**src/rtl/core/can_frame_to_ascii_line_top_macros.svh**
```systemverilog
// Assertion macros shared by the frame-to-text modules.
`ifndef CAN_FRAME_TO_ASCII_LINE_TOP_MACROS_SVH
`define CAN_FRAME_TO_ASCII_LINE_TOP_MACROS_SVH

// Checked only while out of reset.
`define CFAL_ASSERT(lbl, prop, msg) \
  lbl: assert property (@(posedge clk_i) disable iff (!rst_ni) prop) \
    else $error(msg);

// Checked at every edge, reset included.
`define CFAL_ASSERT_ALWAYS(lbl, prop, msg) \
  lbl: assert property (@(posedge clk_i) prop) else $error(msg);

`endif

```
**src/rtl/core/cfal_pkg.sv**
```systemverilog
`default_nettype none

package cfal_pkg;

  localparam int LINE_LEN   = 27;
  localparam int COUNT_W    = 5;
  localparam int ID_W       = 29;
  localparam int LEN_W      = 4;
  localparam int BYTE_W     = 8;
  localparam int DATA_BYTES = 8;
  localparam int ID_LANES   = 4;
  localparam int S_TDATA_W  = 104;
  localparam int S_TUSER_W  = 2;

  localparam logic [LEN_W-1:0]   MAX_LEN  = 4'd8;
  localparam logic [COUNT_W-1:0] STD_BASE = 5'd6;
  localparam logic [COUNT_W-1:0] EXT_BASE = 5'd11;

  typedef logic [BYTE_W-1:0] char_t;
  // Index 0 is the low nibble, index 1 the high nibble.
  typedef char_t [1:0] hex_pair_t;

  localparam char_t CHAR_CR   = 8'h0D;
  localparam char_t CHAR_ZERO = 8'h30;
  localparam char_t CHAR_A    = 8'h41;
  localparam char_t CHAR_STD_DATA = 8'h74;  // t
  localparam char_t CHAR_EXT_DATA = 8'h54;  // T
  localparam char_t CHAR_STD_RTR  = 8'h72;  // r
  localparam char_t CHAR_EXT_RTR  = 8'h52;  // R

  typedef struct packed {
    char_t [LINE_LEN-1:0] chars;
    logic [COUNT_W-1:0]   count;
  } line_t;

  function automatic char_t hex_char(input logic [3:0] nib);
    char_t c;
    if (nib < 4'd10) begin
      c = CHAR_ZERO + {4'b0000, nib};
    end else begin
      c = CHAR_A + {4'b0000, nib} - 8'd10;
    end
    return c;
  endfunction

endpackage

`default_nettype wire

```
**src/rtl/core/cfal_hex_lane.sv**
```systemverilog
`default_nettype none

module cfal_hex_lane (
  input  wire logic [7:0]         value_i,
  output cfal_pkg::hex_pair_t     chars_o
);
  import cfal_pkg::*;

  assign chars_o[0] = hex_char(value_i[3:0]);
  assign chars_o[1] = hex_char(value_i[7:4]);

endmodule

`default_nettype wire

```
**src/rtl/core/cfal_line_merge.sv**
```systemverilog
`default_nettype none
`include "can_frame_to_ascii_line_top_macros.svh"

module cfal_line_merge (
  input  wire logic                   clk_i,
  input  wire logic                   rst_ni,
  input  wire logic                   s_valid_i,
  output logic                        s_ready_o,
  input  wire logic                   ext_i,
  input  wire logic                   rtr_i,
  input  wire logic [3:0]             len_i,
  input  wire cfal_pkg::hex_pair_t    id_chars_i [cfal_pkg::ID_LANES],
  input  wire cfal_pkg::hex_pair_t    len_chars_i,
  input  wire cfal_pkg::hex_pair_t    data_chars_i [cfal_pkg::DATA_BYTES],
  output logic                        line_valid_o,
  input  wire logic                   line_ready_i,
  output cfal_pkg::line_t             line_o
);
  import cfal_pkg::*;

  line_t line_d;
  line_t pend_q;
  logic  pend_valid_q;
  logic  s_hs;
  logic  len_ok;
  logic  pend_stall;
  char_t last_char;

  always_comb begin
    line_d.count = (ext_i ? EXT_BASE : STD_BASE)
                   + (rtr_i ? '0 : COUNT_W'({len_i, 1'b0}));
    for (int p = 0; p < LINE_LEN; p++) begin
      line_d.chars[p] = CHAR_CR;
    end
    if (ext_i) begin
      line_d.chars[0] = rtr_i ? CHAR_EXT_RTR : CHAR_EXT_DATA;
      for (int j = 0; j < 2 * ID_LANES; j++) begin
        line_d.chars[1 + j] = id_chars_i[(7 - j) >> 1][(7 - j) & 1];
      end
      line_d.chars[9] = len_chars_i[0];
      for (int k = 0; k < DATA_BYTES; k++) begin
        line_d.chars[10 + 2 * k] = data_chars_i[k][1];
        line_d.chars[11 + 2 * k] = data_chars_i[k][0];
      end
    end else begin
      line_d.chars[0] = rtr_i ? CHAR_STD_RTR : CHAR_STD_DATA;
      for (int j = 0; j < 3; j++) begin
        line_d.chars[1 + j] = id_chars_i[(2 - j) >> 1][(2 - j) & 1];
      end
      line_d.chars[4] = len_chars_i[0];
      for (int k = 0; k < DATA_BYTES; k++) begin
        line_d.chars[5 + 2 * k] = data_chars_i[k][1];
        line_d.chars[6 + 2 * k] = data_chars_i[k][0];
      end
    end
    // The carriage return overrides whatever sits at the last position.
    for (int p = 0; p < LINE_LEN; p++) begin
      if (COUNT_W'(p) == line_d.count - 5'd1) begin
        line_d.chars[p] = CHAR_CR;
      end
    end
  end

  assign s_ready_o    = !pend_valid_q || line_ready_i;
  assign s_hs         = s_valid_i && s_ready_o;
  assign line_valid_o = pend_valid_q;
  assign line_o       = pend_q;

  always_ff @(posedge clk_i or negedge rst_ni) begin
    if (!rst_ni) begin
      pend_valid_q <= 1'b0;
    end else if (s_hs) begin
      pend_valid_q <= 1'b1;
    end else if (line_ready_i) begin
      pend_valid_q <= 1'b0;
    end
  end

  always_ff @(posedge clk_i) begin
    if (s_hs) begin
      pend_q <= line_d;
    end
  end

  assign len_ok     = (pend_q.count >= STD_BASE) && (pend_q.count <= 5'd27);
  assign last_char  = pend_q.chars[pend_q.count - 5'd1];
  assign pend_stall = pend_valid_q && !line_ready_i;

  `CFAL_ASSERT(a_pend_after_accept, s_hs |=> pend_valid_q, "accepted frame not held")
  `CFAL_ASSERT(a_pend_len, pend_valid_q |-> len_ok, "bad line length")
  `CFAL_ASSERT(a_pend_cr, pend_valid_q |-> last_char == CHAR_CR, "line not ended by CR")
  `CFAL_ASSERT(a_pend_hold, pend_stall |=> pend_valid_q && $stable(pend_q), "pending line lost")

endmodule

`default_nettype wire

```
**src/rtl/core/cfal_line_ser.sv**
```systemverilog
`default_nettype none
`include "can_frame_to_ascii_line_top_macros.svh"

module cfal_line_ser (
  input  wire logic          clk_i,
  input  wire logic          rst_ni,
  input  wire logic          line_valid_i,
  output logic               line_ready_o,
  input  wire cfal_pkg::line_t line_i,
  output logic               m_tvalid_o,
  input  wire logic          m_tready_i,
  output logic [7:0]         m_tdata_o,
  output logic               m_tlast_o
);
  import cfal_pkg::*;

  char_t [LINE_LEN-1:0] chars_q;
  logic [COUNT_W-1:0]   rem_q;
  logic                 busy;
  logic                 m_hs;
  logic                 load;

  assign busy         = rem_q != '0;
  assign m_tvalid_o   = busy;
  assign m_tdata_o    = chars_q[0];
  assign m_tlast_o    = rem_q == 5'd1;
  assign m_hs         = m_tvalid_o && m_tready_i;
  assign line_ready_o = !busy || (m_hs && m_tlast_o);
  assign load         = line_valid_i && line_ready_o;

  always_ff @(posedge clk_i or negedge rst_ni) begin
    if (!rst_ni) begin
      rem_q <= '0;
    end else if (load) begin
      rem_q <= line_i.count;
    end else if (m_hs) begin
      rem_q <= rem_q - 5'd1;
    end
  end

  // The line drains from the low end, one character per beat.
  always_ff @(posedge clk_i) begin
    if (load) begin
      chars_q <= line_i.chars;
    end else if (m_hs) begin
      chars_q <= {CHAR_CR, chars_q[LINE_LEN-1:1]};
    end
  end

  `CFAL_ASSERT_ALWAYS(a_last_is_cr, m_tlast_o |-> m_tdata_o == CHAR_CR, "last beat is not CR")
  `CFAL_ASSERT(a_load_count, load |=> rem_q == $past(line_i.count), "line length not loaded")
  `CFAL_ASSERT(a_mid_line, m_hs && !m_tlast_o |=> m_tvalid_o, "line cut short")

endmodule

`default_nettype wire

```
**src/rtl/core/can_frame_to_ascii_line_top.sv**
```systemverilog
// Received CAN frame to ASCII text line (type letter, hex identifier,
// length digit, hex data bytes, carriage return).
// Input channel s_axis: one beat carries one frame. tuser holds the
// extended and remote flags, tdata the identifier, length code and the
// eight payload bytes.
// Output channel m_axis: one beat per ASCII character; tlast marks the
// closing carriage return. A line is 6 to 27 beats long.
// The frame is registered first in the merge register and then in the
// output shift register before its first character appears; the hex
// lanes and the merge logic are combinational. The output shift
// register sends one character per cycle while the receiver is ready.
// One further frame is held in the merge register while a line drains,
// so frames follow each other without a gap on the output.
// Reset empties both registers; nothing is sent until a new frame.
// When the receiver stalls, the current character holds, and input beats
// are refused once the merge register is full.
`default_nettype none

module can_frame_to_ascii_line_top (
  input  wire logic                             clk_i,
  input  wire logic                             rst_ni,
  input  wire logic                             s_axis_tvalid_i,
  output logic                                  s_axis_tready_o,
  // identifier[28:0], data_length[32:29], data_byte_0..7 from bit 33 up
  input  wire logic [cfal_pkg::S_TDATA_W-1:0]   s_axis_tdata_i,
  // extended_id[0], remote_request[1]
  input  wire logic [cfal_pkg::S_TUSER_W-1:0]   s_axis_tuser_i,
  output logic                                  m_axis_tvalid_o,
  input  wire logic                             m_axis_tready_i,
  // text_byte[7:0]
  output logic [7:0]                            m_axis_tdata_o,
  output logic                                  m_axis_tlast_o
);
  import cfal_pkg::*;

  logic             ext;
  logic             rtr;
  logic [ID_W-1:0]  ident;
  logic [LEN_W-1:0] len_raw;
  logic [LEN_W-1:0] len_c;
  logic [31:0]      id_val;
  hex_pair_t        id_chars [ID_LANES];
  hex_pair_t        len_chars;
  hex_pair_t        data_chars [DATA_BYTES];
  logic             line_valid;
  logic             line_ready;
  line_t            line;

  assign ext     = s_axis_tuser_i[0];
  assign rtr     = s_axis_tuser_i[1];
  assign ident   = s_axis_tdata_i[ID_W-1:0];
  assign len_raw = s_axis_tdata_i[ID_W+LEN_W-1:ID_W];
  assign len_c   = (len_raw > MAX_LEN) ? MAX_LEN : len_raw;
  // Standard frames report only the low 11 identifier bits.
  assign id_val  = ext ? {3'b000, ident} : {21'd0, ident[10:0]};

  for (genvar g = 0; g < ID_LANES; g++) begin : g_id_lane
    cfal_hex_lane u_lane (
      .value_i (id_val[8*g +: 8]),
      .chars_o (id_chars[g])
    );
  end

  cfal_hex_lane u_len_lane (
    .value_i ({4'b0000, len_c}),
    .chars_o (len_chars)
  );

  for (genvar g = 0; g < DATA_BYTES; g++) begin : g_data_lane
    cfal_hex_lane u_lane (
      .value_i (s_axis_tdata_i[ID_W+LEN_W+BYTE_W*g +: BYTE_W]),
      .chars_o (data_chars[g])
    );
  end

  cfal_line_merge u_merge (
    .clk_i        (clk_i),
    .rst_ni       (rst_ni),
    .s_valid_i    (s_axis_tvalid_i),
    .s_ready_o    (s_axis_tready_o),
    .ext_i        (ext),
    .rtr_i        (rtr),
    .len_i        (len_c),
    .id_chars_i   (id_chars),
    .len_chars_i  (len_chars),
    .data_chars_i (data_chars),
    .line_valid_o (line_valid),
    .line_ready_i (line_ready),
    .line_o       (line)
  );

  cfal_line_ser u_ser (
    .clk_i        (clk_i),
    .rst_ni       (rst_ni),
    .line_valid_i (line_valid),
    .line_ready_o (line_ready),
    .line_i       (line),
    .m_tvalid_o   (m_axis_tvalid_o),
    .m_tready_i   (m_axis_tready_i),
    .m_tdata_o    (m_axis_tdata_o),
    .m_tlast_o    (m_axis_tlast_o)
  );

endmodule

`default_nettype wire
```
**config.mk**
```make
export PLATFORM = sky130hd
export DESIGN_NAME = can_frame_to_ascii_line_top
export DESIGN_NICKNAME = d
export VERILOG_FILES = /design/src/rtl/core/cfal_pkg.sv /design/src/rtl/core/cfal_hex_lane.sv /design/src/rtl/core/cfal_line_merge.sv /design/src/rtl/core/cfal_line_ser.sv /design/src/rtl/core/can_frame_to_ascii_line_top.sv
export VERILOG_INCLUDE_DIRS = /design/src /design/src/rtl/core
export SDC_FILE = /design/constraint.sdc
export NUM_CORES = 1
export LEC_CHECK = 0
export BUFFER_PORTS_ARGS = -buffer_cell sky130_fd_sc_hd__buf_2
export CAP_MARGIN = 20
export CORE_UTILIZATION = 55
export DETAILED_ROUTE_END_ITERATION = 12
export GPL_TIMING_DRIVEN = 0
export PLACE_DENSITY_LB_ADDON = 0.12
export SLEW_MARGIN = 10
export SYNTH_ARGS = -nofsm -noshare
export SYNTH_HDL_FRONTEND = slang
export SYNTH_HIERARCHICAL = 1
export SYNTH_SLANG_ARGS = --single-unit
```
**constraint.sdc**
```tcl
create_clock -name clk_i -period 7.66 [get_ports clk_i]
set_clock_uncertainty 0.05 [all_clocks]
set_input_delay 0.766 -clock clk_i [delete_from_list [all_inputs] [get_ports clk_i]]
set_output_delay 0.766 -clock clk_i [all_outputs]
set_load 0.05 [all_outputs]
```
==> flow_summary_export.csv, run 1 <==
group,metric,value,unit
cts,cts-root-buf,"clkbuf_16",
place,place_congestion,0.956,
worst_hold_path,hold_class,"primary input to flip-flop",
grt,grt.met1_usage,39.2,%
power_and_ir_drop,power_switching,1.70,mW
die,die_area,40900,um2
routing,wl,55.8,mm
place,placed_area,23500,um2
synthesis,yosys_warnings,6,
die,die_w,202,um
final_layout,final_layout_size_suffix_gt1_share,29.1,%
power_and_ir_drop,combPwrFrac,19.0,%
power_and_ir_drop,power.internal,4.86,mW
final_layout,multi_input_area,8310,um2
final_layout,nFillCells,2959,
setup_path,cp_top_family,"buffers and inverters",
routing,vias_per_cell,5.79,
routing,ant_nets,0,
grt,overflow,0,
sta,hold_viol,0,
power_and_ir_drop,p_clk_share,32.9,%
sta,period_minus_slack,4.22,ns
routing,drt-initial-drc-count,1181,
cts,clk_latency,0.58,ns
setup_path,critPathKind,"primary input to flip-flop",
cts,clockBufferDepth,3,
final_layout,fin_area,25000,um2
die,start_util,56.4,%
sta,maxSlewHeadroom,36.8,%
sta,hold_ws,0.358,ns
setup_path,endpoint_kind,"flip-flop",
setup_path,crit_chain,"buf_2, buf_2, inv_1, clkbuf_1, clkbuf_1, fa_1, clkbuf_1, nand2b_1, a21oi_1, o2111ai_1, and2_1, a22o_1",
final_layout,area_delta_synth_final,13.4,%
setup_path,cp_common_cell,"clkbuf_1",
grt,top_usage_layer,"met2",
die,core_area,39100,um2
routing,dr.pass1.iters,5,
power_and_ir_drop,power_frac_seq,48.1,%
die,die_height,202,um
place,place_inst,2282,
sta,worstMarginPinSlew,0.940,ns
final_layout,stdcell_count,2368,
routing,wl_per_cell,23.6,um
synthesis,synth_cells,1609,
grt,grt_max_degree,86,
final_layout,nets,1956,
setup_path,required,7.94,ns
die,rows,72,
place,io_buffers,113,
routing,num_vias,13720,
sta,fin_tns_setup,0,ns
die,io_pins,121,
power_and_ir_drop,p_leak,9.95,nW
sta,timing.final.crit_share,55.1,%
place,dp_hpwl,41.6,mm
power_and_ir_drop,total_power,6.56,mW
cts,htreeDepth,2,
final_layout,seq_area,12900,um2
setup_path,cp_slowest_cell,"clkbuf_1",
synthesis,syn_area,22000,um2
grt,track_usage,27.6,%
outcome,status,"finished clean",
sta,rsz0062_at_grt,"false",
sta,fmax,237,MHz
cts,numClockSinks,432,
grt,antenna_found_initial,0,
cts,postCtsSetupRepairBufs,0,
routing,drc_errors,0,
cts,cts_buffers,46,
synthesis,syn_avg_cell_area,13.7,um2
grt,grt_util_met2,43.5,%
sta,drv_slew,0,
cts,cts_resized,0,
cts,clk_pin_slew,0.06,ns
setup_path,critPathMaxFanout,12,
setup_path,critPathLaunchType,"primary input",
power_and_ir_drop,p_sw_share,25.9,%
power_and_ir_drop,pwr_density_cell,262,nW/um2
setup_path,crit_buf_inv,6,
cts,holdBufCountCts,1,
power_and_ir_drop,ir_worst_vdd,0.194,mV
setup_path,cpPeakStageDelay,0.69,ns
grt,grt_pass1_vias,13393,
grt,met3_usage,3.87,%
job,maxCapViolations,0,
sta,finalSetupViolCount,0,
grt,grt_pass1_wl,82.4,mm
cts,cts_tree,"built",
setup_path,arrival,4.50,ns
-- routing by layer --
layer | vias up | routed length [um]
met3 | 101 | 3790
met5 | - | 0
met4 | 0 | 1750
met2 | 533 | 26000
met1 | 6782 | 24300
li1 | 6304 | -
-- cells in the final DEF (no fill, tap or decap), types with 33 or more instances in the layout --
master,instances
edfxtp_1,426
buf_2,134
mux2_2,110
mux2_4,100
nor2_1,95
nand2_1,80
inv_1,65
a21oi_1,65
mux2i_1,59
conb_1,53
clkbuf_16,47
buf_4,45
nand2b_1,42
a22o_1,35
and2_1,34
clkbuf_1,33
-- final cells by class --
type / count / share of cell area, %
diodes: 1 / 0.0100
plain buffers: 106 / 2.76
flip-flops and latches: 432 / 51.8
well taps: 518 / 2.59
clock buffers: 58 / 4.91
clock inverters: 26 / 0.866
inverters: 67 / 1.04
multi-input cells: 1041 / 33.2
repair buffers: 119 / 2.85
-- worst paths after layout --
kind | from | end | slack [ns] | depth (start not counted)
worst max-delay path | s_axis_tuser_i[0] | u_merge/line_o[137]$_SDFFCE_PN0P_ | 3.44 | 12
worst min-delay path | s_axis_tvalid_i | u_merge/line_valid_o$_DFFE_PN0P_ | 0.36 | 2
worst max register to register | u_ser/rem_q[0]$_DFFE_PN0P_ | u_ser/rem_q[0]$_DFFE_PN0P_ | 4.53 | 7
worst min register to register | u_ser/chars_q[158]$_DFFE_PP_ | u_ser/chars_q[150]$_DFFE_PP_ | 0.49 | 1
max in group asynchronous | rst_ni | u_ser/rem_q[2]$_DFFE_PN0P_ | 6.90 | 2
min in group asynchronous | rst_ni | u_ser/rem_q[0]$_DFFE_PN0P_ | 0.50 | 2
-- power groups by stage --
stage	registers [mW]	logic, mW	clock network (mW)
2_1_floorplan	3.19	0.887	0
3_3_place_gp	3.25	1.18	0
3_5_place_dp	3.20	1.23	0
4_1_cts	3.16	1.24	2.19
5_1_grt	3.19	1.34	2.27
6_report	3.16	1.25	2.16
-- sequential cells by signal, indices dropped and copies added, names as in the netlist --
name,count
u_merge/line_o,210
u_ser/chars_q,208
u_ser/m_tdata_o,8
u_ser/rem_q,5
u_merge/line_valid_o,1
-- through the flow --
stage / setup WS, ns / util (%)
finish: 3.44 / 64.0
global route: 3.24 / 63.9
CTS: 3.50 / 63.9
detailed placement: 2.87 / 60.2
global placement: -1.87 / 59.9
floorplan: 0.592 / -
Power figures use the tool's default switching activity.
==> run 2, diff against run 1 <==
==> constraint.sdc (replaced) <==
create_clock -name clk_i -period 4.4 [get_ports clk_i]
set_clock_uncertainty 0.05 [all_clocks]
set_input_delay 0.44 -clock clk_i [delete_from_list [all_inputs] [get_ports clk_i]]
set_output_delay 0.44 -clock clk_i [all_outputs]
set_load 0.05 [all_outputs]
==> run 2 against run 1 <==
Effect of this change: wire length up 1.2%; cell count about the same; combinational power increased by 75%; critical endpoint is now u_merge/line_o[138]$_SDFFCE_PN0P_.
==> flow_summary_export.csv, run 2 (same netlist as run 1, synthesis figures left out) <==
group,metric,value,unit
cts,cts_buffers,45,
routing,wl_per_cell,23.9,um
place,place_inst,2283,
die,core_area,39100,um2
routing,routed.top_layer,"met5",
setup_path,arrival,4.22,ns
die,io_pins,121,
sta,timing.final.crit_share,89.7,%
grt,track_usage,27.7,%
final_layout,largest_register_ffs,210,
place,place_congestion,0.977,
final_layout,stdcell_count,2367,
worst_hold_path,hold_class,"primary input to flip-flop",
cts,cts-root-buf,"clkbuf_16",
die,rows,72,
setup_path,critPathKind,"primary input to flip-flop",
routing,drc_errors,0,
sta,period_minus_slack,3.95,ns
sta,finalSetupViolCount,0,
power_and_ir_drop,combPwrFrac,19.0,%
power_and_ir_drop,ir_worst_vdd,0.621,mV
setup_path,required,4.67,ns
die,start_util,56.4,%
routing,num_vias,13798,
cts,postCtsSetupRepairBufs,0,
setup_path,endpoint_kind,"flip-flop",
cts,clk_latency,0.57,ns
sta,fmax,253,MHz
routing,vias_per_cell,5.83,
setup_path,critPathMaxFanout,12,
die,die_area,40900,um2
final_layout,final_layout_size_suffix_gt1_share,29.2,%
cts,numClockSinks,432,
setup_path,cp_slowest_cell,"clkbuf_1",
job,maxCapViolations,0,
die,die_height,202,um
cts,holdBufCountCts,2,
power_and_ir_drop,p_sw_share,25.8,%
setup_path,cpPeakStageDelay,0.69,ns
setup_path,cp_common_cell,"clkbuf_1",
die,die_w,202,um
sta,maxSlewHeadroom,39.1,%
final_layout,final_common_cell,"edfxtp_1",
sta,hold_viol,0,
setup_path,critPathLaunchType,"primary input",
power_and_ir_drop,power_frac_seq,47.7,%
grt,grt_pass1_vias,13361,
routing,m1WireLength,24.5,mm
final_layout,area_delta_synth_final,13.6,%
final_layout,final_cell_mix,"edfxtp_1, buf_2, mux2_2",
sta,hold_ws,0.148,ns
setup_path,crit_chain,"buf_2, buf_2, inv_1, clkbuf_1, clkbuf_1, fa_1, clkbuf_1, nand2b_1, a21oi_1, o2111ai_1, and2_1, a22o_1",
routing,drt-initial-drc-count,1562,
grt,overflow,0,
sta,rsz0062_at_grt,"false",
routing,ant_nets,0,
cts,cts_tree,"built",
cts,htreeDepth,2,
place,dp_hpwl,41.6,mm
cts,cts_resized,0,
outcome,status,"finished clean",
final_layout,n_antenna_cell,0,
sta,drv_slew,0,
routing,wl_met2,26.5,mm
place,io_buffers,113,
grt,antenna_found_initial,2,
grt,grt_max_degree,90,
cts,clk_pin_slew,0.06,ns
power_and_ir_drop,pwr_density_cell,460,nW/um2
sta,worstMarginPinSlew,0.906,ns
routing,wl_met3,4.05,mm
routing,dr.pass1.iters,6,
final_layout,nets,1957,
power_and_ir_drop,power_switching,2.98,mW
routing,wl,56.5,mm
power_and_ir_drop,p_clk_share,33.3,%
cts,clockBufferDepth,3,
grt,grt_pass1_wl,82.6,mm
power_and_ir_drop,power.internal,8.55,mW
power_and_ir_drop,p_leak,9.97,nW
## run 2: cell types whose count changed in the layout (fill, tap and decap cells not counted), sizes merged
cell         before  now
bufinv            3    5
clkbuf           81   79
buf             201  202
clkinv           20   19
diode             1    0
dlygate4sd3       1    2
inv              69   68
## run 2: cell type report
| class | instances | area, um2 |
|---|---|---|
| Inverter | 67 | 259 |
| Fill cell | 2964 | 14000 |
| Timing Repair Buffer | 121 | 743 |
| Buffer | 106 | 691 |
| Clock buffer | 56 | 1210 |
| Clock inverter | 26 | 249 |
| Multi-Input combinational cell | 1041 | 8310 |
| Sequential cell | 432 | 12900 |
| Tap cell | 518 | 648 |
## run 2: routing by layer
metal  up-vias  track usage [%]
met2       536             43.8
met1      6894             39.6
met4         2             9.13
met5         -                0
li1       6284                -
met3        82             3.82
## run 2: critical path, delay by kind of cell
kind / cells / cell delay, ns
compound gates: 3 / 0.79
buf+inv: 6 / 1.78
simple gates: 2 / 0.60
fa+ha+maj: 1 / 0.59
## run 2: power by group through the flow
stage | Sequential [mW] | Combinational (mW) | Clock [mW]
after global placement | 5.60 | 2.06 | 0
after detailed placement | 5.58 | 2.15 | 0
after global routing | 5.54 | 2.33 | 4.02
final | 5.50 | 2.19 | 3.84
after CTS | 5.50 | 2.17 | 3.89
after floorplan | 5.52 | 1.55 | 0
## run 2: worst paths after layout
kind	cells after the start	end	from	slack, ns
max	12	u_merge/line_o[138]$_SDFFCE_PN0P_	s_axis_tuser_i[0]	0.45
min	2	u_merge/line_o[7]$_SDFFCE_PN1P_	s_axis_tuser_i[1]	0.15
max reg2reg	6	u_ser/chars_q[101]$_DFFE_PP_	u_ser/rem_q[0]$_DFFE_PN0P_	1.23
min reg2reg	1	u_ser/chars_q[157]$_DFFE_PP_	u_ser/chars_q[165]$_DFFE_PP_	0.49
max in group asynchronous	2	u_ser/rem_q[3]$_DFFE_PN0P_	rst_ni	3.96
min in group asynchronous	2	u_ser/rem_q[2]$_DFFE_PN0P_	rst_ni	0.17
## run 2: per-stage QoR
stage	power, mW	utilization (%)	worst slack (ns)	setup TNS, ns	instance area (um2)
after floorplan	7.06	-	0.132	0	22200
after global placement	7.66	59.9	-1.37	-266.76	23400
after detailed placement	7.73	60.3	-0.0664	-0.427	23600
after CTS	11.6	64.1	0.523	0	25000
after global routing	11.9	64.1	0.238	0	25000
final	11.5	64.1	0.455	0	25000
